===== config.mk =====
export PLATFORM = sky130hd
export DESIGN_NAME = column_statistics_unit
export DESIGN_NICKNAME = d
export VERILOG_FILES = /design/src/rtl/colst_pkg.sv /design/src/rtl/column_statistics_unit.sv /design/src/rtl/colst_front.sv /design/src/rtl/colst_queue.sv /design/src/rtl/colst_back.sv
export VERILOG_INCLUDE_DIRS = /design/src /design/src/rtl
export SDC_FILE = /design/constraint.sdc
export NUM_CORES = 2
export LEC_CHECK = 0
export ABC_AREA = 1
export BUFFER_PORTS_ARGS = -buffer_cell sky130_fd_sc_hd__buf_2
export CAP_MARGIN = 20
export CORE_MARGIN = 2
export CORE_UTILIZATION = 63
export DETAILED_ROUTE_END_ITERATION = 10
export PLACE_DENSITY = 0.81
export SYNTH_ARGS = -nofsm -noshare
export SYNTH_HDL_FRONTEND = slang
export SYNTH_SLANG_ARGS = --single-unit

===== constraint.sdc =====
create_clock -name clk -period 12.5 [get_ports clk]
set_clock_uncertainty 0.2 [all_clocks]
set_input_delay 0.625 -clock clk [delete_from_list [all_inputs] [get_ports clk]]
set_output_delay 0.625 -clock clk [all_outputs]
set_load 0.02 [all_outputs]

===== src/rtl/column_statistics_unit_assert.svh =====
// assertion macros for the column statistics unit
`ifndef COLUMN_STATISTICS_UNIT_ASSERT_SVH
`define COLUMN_STATISTICS_UNIT_ASSERT_SVH

// implication checked on every clock edge outside reset
`define COLST_ASSERT(name, prop, msg) \
  name: assert property (@(posedge clk) disable iff (rst) prop) else $error(msg);

// condition that must never be seen outside reset
`define COLST_NEVER(name, cond, msg) \
  name: assert property (@(posedge clk) disable iff (rst) !(cond)) else $error(msg);

`endif


===== src/rtl/colst_pkg.sv =====
// shared types and constants for the column statistics unit
package colst_pkg;

  localparam logic [1:0] KIND_MISSING = 2'd0;
  localparam logic [1:0] KIND_WORD    = 2'd1;
  localparam logic [1:0] KIND_NUMBER  = 2'd2;

  localparam int COUNT_W     = 17;
  localparam int COUNT_MAX   = 131071;
  localparam int QUEUE_DEPTH = 4;
  localparam int QPTR_W      = 2;
  localparam int QLVL_W      = 3;

  typedef struct packed {
    logic [1:0]         cell_kind;
    logic signed [31:0] cell_value;
    logic               last_cell;
  } cell_t;

  typedef struct packed {
    logic [1:0]         kind;
    logic signed [31:0] value;
    logic               last;
    logic               counted;
    logic               whole;
  } entry_t;

  typedef struct packed {
    logic [16:0]        row_total;
    logic [16:0]        missing_total;
    logic [16:0]        word_total;
    logic [16:0]        number_total;
    logic signed [31:0] min_value;
    logic signed [31:0] max_value;
    logic               range_valid;
    logic               all_whole;
    logic signed [31:0] mean_value;
    logic [31:0]        std_dev;
    logic               stats_valid;
  } profile_t;

endpackage


===== src/rtl/column_statistics_unit.sv =====
// top level of the column statistics unit
// Profiles one column of cells and returns one profile on the cell flagged last.
// The back end takes a missing or word cell straight from idle; a number runs
// through the shared one-bit-a-cycle divider (48 steps for the
// mean update) and the shift-add multiplier (32 steps for the deviation term).
// When the statistics are valid, the closing cell adds the 64-step divide by n-1 and the
// 32-step square root. A four-entry queue lets cells be taken while the back
// end is busy, and the profile sits in an output register until taken.
module column_statistics_unit #(
  parameter int MAX_ROWS = 65536
) (
  input  logic                clk,
  input  logic                rst,
  input  colst_pkg::cell_t    cell_data,
  input  logic                cell_valid,
  output logic                cell_stall,
  output colst_pkg::profile_t profile,
  output logic                profile_valid,
  input  logic                profile_stall
);

`include "column_statistics_unit_assert.svh"

  colst_pkg::entry_t               wentry, rentry;
  logic                            push, pop, full, empty;
  logic [colst_pkg::QLVL_W-1:0]    level;

  assign cell_stall = full;

  colst_front #(.MAX_ROWS(MAX_ROWS)) u_front (
    .clk(clk), .rst(rst), .cell_data(cell_data), .cell_valid(cell_valid),
    .full(full), .push(push), .entry(wentry)
  );

  colst_queue u_queue (
    .clk(clk), .rst(rst), .push(push), .wdata(wentry), .pop(pop),
    .rdata(rentry), .full(full), .empty(empty), .level(level)
  );

  colst_back u_back (
    .clk(clk), .rst(rst), .entry(rentry), .empty(empty), .pop(pop),
    .profile(profile), .profile_valid(profile_valid), .profile_stall(profile_stall)
  );

  `COLST_ASSERT(a_pop_not_empty, pop |-> !empty, "pop from empty queue")
  `COLST_ASSERT(a_level_up, (push && !pop) |=> (level == $past(level) + 1'b1), "queue level")
  `COLST_NEVER(a_no_overfill, full && push, "push into full queue")

endmodule


===== src/rtl/colst_front.sv =====
// front end: classifies each cell and applies the row cap
module colst_front #(
  parameter int MAX_ROWS = 65536
) (
  input  logic                 clk,
  input  logic                 rst,
  input  colst_pkg::cell_t     cell_data,
  input  logic                 cell_valid,
  input  logic                 full,
  output logic                 push,
  output colst_pkg::entry_t    entry
);

  localparam int CAP = (MAX_ROWS < colst_pkg::COUNT_MAX) ? MAX_ROWS : colst_pkg::COUNT_MAX;
  localparam logic [16:0] CAP_V = CAP[16:0];

  logic [16:0] rows;
  logic        counted;

  assign push    = cell_valid && !full;
  assign counted = rows < CAP_V;

  always_comb begin
    entry.kind    = (cell_data.cell_kind == colst_pkg::KIND_NUMBER) ? colst_pkg::KIND_NUMBER :
                    (cell_data.cell_kind == colst_pkg::KIND_WORD)   ? colst_pkg::KIND_WORD :
                                                                      colst_pkg::KIND_MISSING;
    entry.value   = cell_data.cell_value;
    entry.last    = cell_data.last_cell;
    entry.counted = counted;
    entry.whole   = (cell_data.cell_value[15:0] == 16'd0);
  end

  always_ff @(posedge clk) begin
    if (rst) begin
      rows <= '0;
    end else if (push) begin
      if (cell_data.last_cell) begin
        rows <= '0;
      end else if (counted) begin
        rows <= rows + 17'd1;
      end
    end
  end

endmodule


===== src/rtl/colst_queue.sv =====
// short queue between front and back end
module colst_queue (
  input  logic                          clk,
  input  logic                          rst,
  input  logic                          push,
  input  colst_pkg::entry_t             wdata,
  input  logic                          pop,
  output colst_pkg::entry_t             rdata,
  output logic                          full,
  output logic                          empty,
  output logic [colst_pkg::QLVL_W-1:0]  level
);

  colst_pkg::entry_t               mem [colst_pkg::QUEUE_DEPTH];
  logic [colst_pkg::QPTR_W-1:0]    wr_ptr;
  logic [colst_pkg::QPTR_W-1:0]    rd_ptr;

  localparam logic [colst_pkg::QLVL_W-1:0] DEPTH_V = colst_pkg::QUEUE_DEPTH[colst_pkg::QLVL_W-1:0];

  assign full  = (level == DEPTH_V);
  assign empty = (level == '0);
  assign rdata = mem[rd_ptr];

  always_ff @(posedge clk) begin
    if (push) begin
      mem[wr_ptr] <= wdata;
    end
  end

  always_ff @(posedge clk) begin
    if (rst) begin
      wr_ptr <= '0;
      rd_ptr <= '0;
      level  <= '0;
    end else begin
      if (push) wr_ptr <= wr_ptr + 1'b1;
      if (pop)  rd_ptr <= rd_ptr + 1'b1;
      if (push && !pop) level <= level + 1'b1;
      else if (pop && !push) level <= level - 1'b1;
    end
  end

endmodule


===== src/rtl/colst_back.sv =====
// back end: serial welford update, final divide and square root
module colst_back (
  input  logic                clk,
  input  logic                rst,
  input  colst_pkg::entry_t   entry,
  input  logic                empty,
  output logic                pop,
  output colst_pkg::profile_t profile,
  output logic                profile_valid,
  input  logic                profile_stall
);

  localparam logic [3:0] S_IDLE = 4'd0;
  localparam logic [3:0] S_DIV  = 4'd1;
  localparam logic [3:0] S_MEAN = 4'd2;
  localparam logic [3:0] S_PREP = 4'd3;
  localparam logic [3:0] S_MUL  = 4'd4;
  localparam logic [3:0] S_ACC  = 4'd5;
  localparam logic [3:0] S_FIN  = 4'd6;
  localparam logic [3:0] S_FDIV = 4'd7;
  localparam logic [3:0] S_SQRT = 4'd8;
  localparam logic [3:0] S_EMIT = 4'd9;

  logic [3:0]         state;
  logic [16:0]        rows, missing, words, numbers;
  logic signed [31:0] min_v, max_v;
  logic               whole;
  logic signed [47:0] mean;
  logic [63:0]        sum_sq;
  logic signed [31:0] x_hold;
  logic               neg;
  logic               last_hold;
  logic [63:0]        dq;
  logic [16:0]        rem;
  logic [16:0]        dvs;
  logic [6:0]         cnt;
  logic [31:0]        mag_a;
  logic [63:0]        mul_a;
  logic [31:0]        mul_b;
  logic [63:0]        acc;
  logic [63:0]        sv;
  logic [33:0]        srem;
  logic [31:0]        sres;

  logic signed [47:0] xq_in, xq_hold;
  logic signed [48:0] delta;
  logic [47:0]        delta_mag;
  logic signed [48:0] d2;
  logic [47:0]        d2_mag;
  logic [17:0]        r_shift;
  logic               q_bit;
  logic [35:0]        s_shift, s_trial;
  logic               s_bit;
  logic [64:0]        sum_ext;
  logic               stats_ok;
  logic               out_free;

  assign pop      = (state == S_IDLE) && !empty;
  assign out_free = !profile_valid || !profile_stall;

  always_comb begin
    xq_in     = {entry.value, 16'd0};
    xq_hold   = {x_hold, 16'd0};
    delta     = {xq_in[47], xq_in} - {mean[47], mean};
    delta_mag = delta[48] ? 48'(-delta) : delta[47:0];
    d2        = {xq_hold[47], xq_hold} - {mean[47], mean};
    d2_mag    = d2[48] ? 48'(-d2) : d2[47:0];
    r_shift   = {rem, dq[63]};
    q_bit     = r_shift >= {1'b0, dvs};
    s_shift   = {srem, sv[63:62]};
    s_trial   = {2'b00, sres, 2'b01};
    s_bit     = s_shift >= s_trial;
    sum_ext   = {1'b0, sum_sq} + {1'b0, acc};
    stats_ok  = (rows >= 17'd2) && (words == 17'd0) && (numbers >= 17'd2);
  end

  always_ff @(posedge clk) begin
    if (rst) begin
      state         <= S_IDLE;
      profile_valid <= 1'b0;
      rows          <= '0;
      missing       <= '0;
      words         <= '0;
      numbers       <= '0;
      min_v         <= '0;
      max_v         <= '0;
      whole         <= 1'b1;
      mean          <= '0;
      sum_sq        <= '0;
    end else begin
      if (profile_valid && !profile_stall && state != S_EMIT) profile_valid <= 1'b0;
      case (state)
        S_IDLE: begin
          if (!empty) begin
            last_hold <= entry.last;
            if (entry.counted) begin
              rows <= rows + 17'd1;
              case (entry.kind)
                colst_pkg::KIND_NUMBER: begin
                  if (numbers == '0 || entry.value < min_v) min_v <= entry.value;
                  if (numbers == '0 || entry.value > max_v) max_v <= entry.value;
                  if (!entry.whole) whole <= 1'b0;
                  numbers <= numbers + 17'd1;
                  dvs     <= numbers + 17'd1;
                  x_hold  <= entry.value;
                  neg     <= delta[48];
                  mag_a   <= delta_mag[47:16];
                  dq      <= {delta_mag, 16'd0};
                  rem     <= '0;
                  cnt     <= 7'd48;
                end
                colst_pkg::KIND_WORD: words <= words + 17'd1;
                default: missing <= missing + 17'd1;
              endcase
            end
            if (entry.counted && entry.kind == colst_pkg::KIND_NUMBER) state <= S_DIV;
            else if (entry.last) state <= S_FIN;
          end
        end
        S_DIV, S_FDIV: begin
          rem <= q_bit ? 17'(r_shift - {1'b0, dvs}) : r_shift[16:0];
          dq  <= {dq[62:0], q_bit};
          cnt <= cnt - 7'd1;
          if (cnt == 7'd1) begin
            if (state == S_DIV) begin
              state <= S_MEAN;
            end else begin
              sv    <= {dq[62:0], q_bit};
              srem  <= '0;
              sres  <= '0;
              cnt   <= 7'd32;
              state <= S_SQRT;
            end
          end
        end
        S_MEAN: begin
          mean  <= neg ? mean - $signed(dq[47:0]) : mean + $signed(dq[47:0]);
          state <= S_PREP;
        end
        S_PREP: begin
          mul_a <= {32'd0, mag_a};
          mul_b <= d2_mag[47:16];
          acc   <= '0;
          cnt   <= 7'd32;
          state <= S_MUL;
        end
        S_MUL: begin
          if (mul_b[0]) acc <= acc + mul_a;
          mul_a <= {mul_a[62:0], 1'b0};
          mul_b <= {1'b0, mul_b[31:1]};
          cnt   <= cnt - 7'd1;
          if (cnt == 7'd1) state <= S_ACC;
        end
        S_ACC: begin
          sum_sq <= sum_ext[64] ? {64{1'b1}} : sum_ext[63:0];
          state  <= last_hold ? S_FIN : S_IDLE;
        end
        S_FIN: begin
          if (stats_ok) begin
            dq    <= sum_sq;
            dvs   <= numbers - 17'd1;
            rem   <= '0;
            cnt   <= 7'd64;
            state <= S_FDIV;
          end else begin
            sres  <= '0;
            state <= S_EMIT;
          end
        end
        S_SQRT: begin
          srem  <= s_bit ? 34'(s_shift - s_trial) : s_shift[33:0];
          sres  <= {sres[30:0], s_bit};
          sv    <= {sv[61:0], 2'b00};
          cnt   <= cnt - 7'd1;
          if (cnt == 7'd1) state <= S_EMIT;
        end
        S_EMIT: begin
          if (out_free) begin
            profile_valid         <= 1'b1;
            profile.row_total     <= rows;
            profile.missing_total <= missing;
            profile.word_total    <= words;
            profile.number_total  <= numbers;
            profile.min_value     <= min_v;
            profile.max_value     <= max_v;
            profile.range_valid   <= (numbers != '0);
            profile.all_whole     <= (numbers != '0) && whole;
            profile.mean_value    <= stats_ok ? mean[47:16] : 32'sd0;
            profile.std_dev       <= stats_ok ? sres : 32'd0;
            profile.stats_valid   <= stats_ok;
            rows    <= '0;
            missing <= '0;
            words   <= '0;
            numbers <= '0;
            min_v   <= '0;
            max_v   <= '0;
            whole   <= 1'b1;
            mean    <= '0;
            sum_sq  <= '0;
            state   <= S_IDLE;
          end
        end
        default: state <= S_IDLE;
      endcase
    end
  end

endmodule

Word-level counts from Yosys, hierarchy flattened
Memory sizes are Yosys's and may differ from the RTL's. A register that Yosys moved wholly into a read port is not among the register bits.
Index checks and enable logic that the tools add are counted.
{ "totals": {"mem_bits_rw": 148, "mem_count": 1, "in_bits": 39, "out_inout_bits": 201, "regBits": 934, "wordCells": 263} }
{ "mem_list": {"columns": ["name", "depth", "word_bits", "rd", "rd_clocked_by_memory_dff", "wr", "line_no", "rtl"], "rows": [
  ["u_queue.mem", 4, 37, 1, 1, 1, "colst_queue.sv:14", "colst_pkg::entry_t mem [colst_pkg::QUEUE_DEPTH];"]
]} }
{ "op_classes": {"reduce_logical": 60, "n_eq_ne": 32, "bitwise_logic": 2, "n_mux": 100, "addsub": 21, "order_cmp": 7} }
{ "op_table": {"columns": ["operator", "n"], "rows": [
  ["$mux W64", 9],
  ["$pmux W64 S2", 4],
  ["$mux W32", 12],
  ["$mux W17", 20],
  ["$mux W48", 4],
  ["$pmux W32 S2", 3],
  ["$pmux W64 S3", 1],
  ["$pmux W17 S2", 5],
  ["$mux W34", 3],
  ["$sub A48 B48 Y49", 2],
  ["$neg A48 Y48", 2],
  ["$pmux W32 S3", 1],
  ["$pmux W48 S2", 1],
  ["$add A17 B1 Y17 const B", 5],
  ["$pmux W34 S2", 1],
  ["$add A64 B64 Y65", 1],
  ["$add A64 B64 Y64", 1],
  ["$pmux W17 S3", 1],
  ["$add A48 B48 Y48", 1],
  ["$sub A48 B48 Y48", 1],
  ["$mux W7", 6],
  ["$reduce_and A6 Y1", 7],
  ["$ge A36 B34 Y1", 1],
  ["$mux W4", 9],
  ["other kinds (47)", 121]
]} }

Logic depth before layout (Yosys ltp)
{ "depth": {"depth_word": 7, "mapped_depth": 30, "depth_no_buf": 27} }

Hierarchy
Synthesis repeated with hierarchy kept, for this count alone.
{ "hier_totals": {"cells_unflattened": 8689, "area_unflattened_um2": 67618.6} }
{ "modules_own_cells": {"columns": ["mod", "area_per_inst_um2", "n_inst", "cells_each"], "rows": [
  ["colst_back", 60410.4, 1, 8091],
  ["colst_queue", 5933.2, 1, 416],
  ["colst_front", 1275.0, 1, 182]
]} }

Worst setup path before layout
OpenSTA, ideal clock, no wires.
{ "synth_path": {"path_type": "input-to-reg", "from": "in rst", "to": "reg, netlist name u_back.profile[0]", "t_arrival_ns": 9.298, "required_time_ns": 11.539, "path_stages": 3, "path_slack_ns": 2.241, "cell_sequence": "clkbuf_1 clkbuf_1 nor2_1"} }
{ "synth_via": {"elab_chain_len": 2} }
{ "synth_rtl": {"columns": ["element", "line_no", "rtl"], "rows": [
  ["start: declaration", "column_statistics_unit.sv:13", "input logic rst,"],
  ["$not A1 Y1 (no source line)", null, null],
  ["$reduce_and A3 Y1 (no source line)", null, null]
]} }
Every way passes these cells.
A chain may end at the register's enable or synchronous reset.

==> run metrics <==
status=finished with violations; violated checks=design-rule violations; Initial Util=63.7%; fin. max-slew vios=0; Final Hold Viols=0; FILL cells=8246; crit-path max cell delay=0.91 ns; sequential cell area fraction in the yosys report=44.4%; antenna-violating nets left=0; setup bufs post-CTS=0; worst skew pair latency=between 0.7 and 0.8 ns; P_sw=9.03 mW; critical path class=flop to flop; total wire length=229000 microns; Clock transition at path regs=~0.070 ns; GRT Util Overall=41.0%; final setup margin=5.96 ns; IO Port Bufs=239; die area=109000 sq um; DRC viols=16; clk buf depth=3; H-tree depth=3; initial antenna violation count=8; Post-synth top flop=edfxtp_1; Worst Max-Slew Pin Slew=1.18 ns; Vias per Instance=6.13; Post-Layout Cell Count=~10000; HP Start=cell_data[34]; ratio of cells with drive above 1 in the final layout=7.05%; Final #Nets=9245; WL/cell=22.2 microns; RSZ-0062 raised after global routing=no; DP Wirelength=171000 microns; max-cap violations=0; Place WS=6.26 ns; CP max stage cell=o22ai_1; root buf cell=clkbuf_16; Die W=between 300 and 400 microns; Lkg Pwr=31.6 nW; syn nets=9012; Yosys top cell by area=edfxtp_1; GRT Residual Overflow=0; hold_buf cts=31; Pwr Total=18.7 mW; via count=around 63000; I/O pins=240; Reg power frac=between 20% and 30%; setup TNS=0 ns; synthesized instance count=8596; core area=105000 sq um; clock sink count=1084; number of synthesized register bits=1084; die outline height=330 microns; CTS resizes=0; YS warnings=0; CTS tree=built; Cell Rows=~120; DR pass1 iterations=9; Placed Cells=10100; worst vdd ir=0.000182 V; global-route wire length before repair=342000 microns; Final Setup Violations=0; combinational fraction of design power=53.4%; Netlist cell types=66; Worst Path Buf+Inv=6; Critical Path RT=12.78 ns; Period Utilization, post-route=52.3%; commonest cells in the synthesized netlist=nand2_1, inv_1, nor2_1; R2R depth=20; most numerous cell in the Yosys netlist=nand2_1; clock share of power=18.8%; Synth top area share=36.2%; drt first-iter violations=8788; syn_area_per_cell=~8 sq um; pin count of the biggest net entering global routing=82; Max Fanout on Critical Path=75; minimum clock period after layout=6.54 ns; internal power=9.63 mW; crit-path cells=buf_4 -> inv_2 -> buf_4 -> o21ai_0 -> o22ai_1 -> ha_1 -> nand2_1 -> nor3_1 -> inv_1 -> nor4_2 -> nand3_1 -> nand3_1 -> nand2_1 -> nand2_2 -> inv_1 -> nor2_1 -> xor2_1 -> inv_1 -> nand2_1 -> nand3_1; Hold Path Class=primary input to flop; area delta synth->final=10.3%; Hold Path Sink=u_queue.mem[2][35]$_DFFE_PP_; CP delay by family, top=buffers and inverters; vias in the first global route=just under 60000; Post-synth ARST share=0%; EDFF count, synth=808; Setup crit start kind=flop; CP Data Arrival Time=6.82 ns; ranking of synthesized cells by area=edfxtp_1, nand2_1, dfxtp_1; cts bufs inserted=roughly 110; Mapped Area=67100 sq um; Peak Freq=153 MHz; r2r setup slk=around 6.0 ns; Worst R2R End=u_back.dq[41]$_DFFE_PP_; max_slew headroom=20.4%; hold path cells=2; Worst setup EP type=flop; power per standard cell area=between 200 and 300 nW/um^2; Switching Share=48.4%; gp weighted congestion=1.06
area by class of cell:
type | count | area [sq um] | share of cell area (%)
multi-input combinational | 6209 | 32500 | 43.9
sequential | 1084 | 29800 | 40.2
inverter | 1098 | 4120 | 5.57
clock buffer | 153 | 3150 | 4.25
timing repair buffer | 325 | 2000 | 2.70
tap | 1391 | 1740 | 2.35
clock inverter | 59 | 682 | 0.921
antenna | 2 | 5.00 | 0.00676
logic make-up after synthesis:
logic type / count (synthesis) / synth area share [%]
buf+inv: 1303 / 7.35
fa+ha+maj: 377 / 7.09
xor+xnor: 223 / 2.94
compound gates: 1769 / 14.3
simple gates: 3840 / 23.9
flops: 1084 / 44.4
sequential cells by signal (all words and copies together), names as in the netlist, 4 cells and up, named ones only:
signal          count
u_front.rows       17
u_back.dq          64
u_back.mul_b       32
u_back.state        4
u_back.sv          64
u_back.rows        17
u_back.mag_a       32
u_back.rem         17
u_back.missing     17
u_back.mul_a       64
u_back.sum_sq      64
u_back.numbers     17
u_back.srem        34
u_back.acc         64
u_back.sres        32
u_back.max_v       32
u_back.mean        48
u_back.min_v       32
u_back.dvs         17
u_back.x_hold      32
u_back.profile    199
u_back.words       17
u_back.cnt          7
u_queue.mem       148
metal layers:
| layer | global-route usage (%) | up-vias | routed length [microns] |
|---|---|---|---|
| met5 | 0 | - | 50 |
| met4 | 17.6 | 8 | 10800 |
| met3 | 8.69 | 663 | 26900 |
| met2 | 63.2 | 3862 | 100000 |
| met1 | 56.0 | 29400 | 90700 |
| li1 | - | 29400 | - |
power groups by stage:
stage / logic (mW) / registers (mW) / clock network [mW]
finish: 9.97 / 5.20 / 3.50
CTS: 9.66 / 5.16 / 3.49
global route: 10.9 / 5.21 / 3.64
global placement: 9.32 / 5.22 / 0
floorplan: 6.81 / 5.09 / 0
detailed placement: 9.56 / 5.23 / 0
worst max-delay path by stage:
stage,end,slack (ns),depth (start not counted)
2_1_floorplan,u_back.profile[0]$_DFFE_PP_,2.24,3
3_3_place_gp,u_back.dq[41]$_DFFE_PP_,6.41,20
3_5_place_dp,u_back.dq[41]$_DFFE_PP_,6.26,20
4_1_cts,u_back.dq[41]$_DFFE_PP_,6.26,20
5_1_grt,u_back.dq[41]$_DFFE_PP_,5.62,20
6_report,u_back.dq[41]$_DFFE_PP_,5.96,20
through the flow:
step	util (%)	hold slack [ns]	area, sq um
after floorplan	-	0.203	67100
after global placement	66.2	0.211	69700
after detailed placement	66.2	0.215	69800
after CTS	70.2	0.00171	74000
after global routing	70.2	0.0210	74000
final	70.2	0.0412	74000
placed cells by master, fill, tap and decap left out, types with 25 or more instances in the layout:
cell / count
a21oi_1: 787
o21ai_0: 611
xor2_1: 163
o21a_1: 49
a21o_1: 33
nor2_1: 908
clkbuf_16: 114
a31oi_1: 79
edfxtp_1: 808
dlygate4sd3_1: 31
buf_2: 238
buf_4: 50
nand3_1: 404
nand4_1: 94
dfxtp_1: 275
nor2_4: 25
o21ai_1: 36
nand2_1: 2118
inv_2: 28
nor2_2: 31
o211ai_1: 36
nor3_1: 93
nor4_1: 47
nand3b_1: 36
xnor2_1: 57
inv_1: 1061
ha_1: 372
Note: power is estimated with default switching activity, not from simulation.
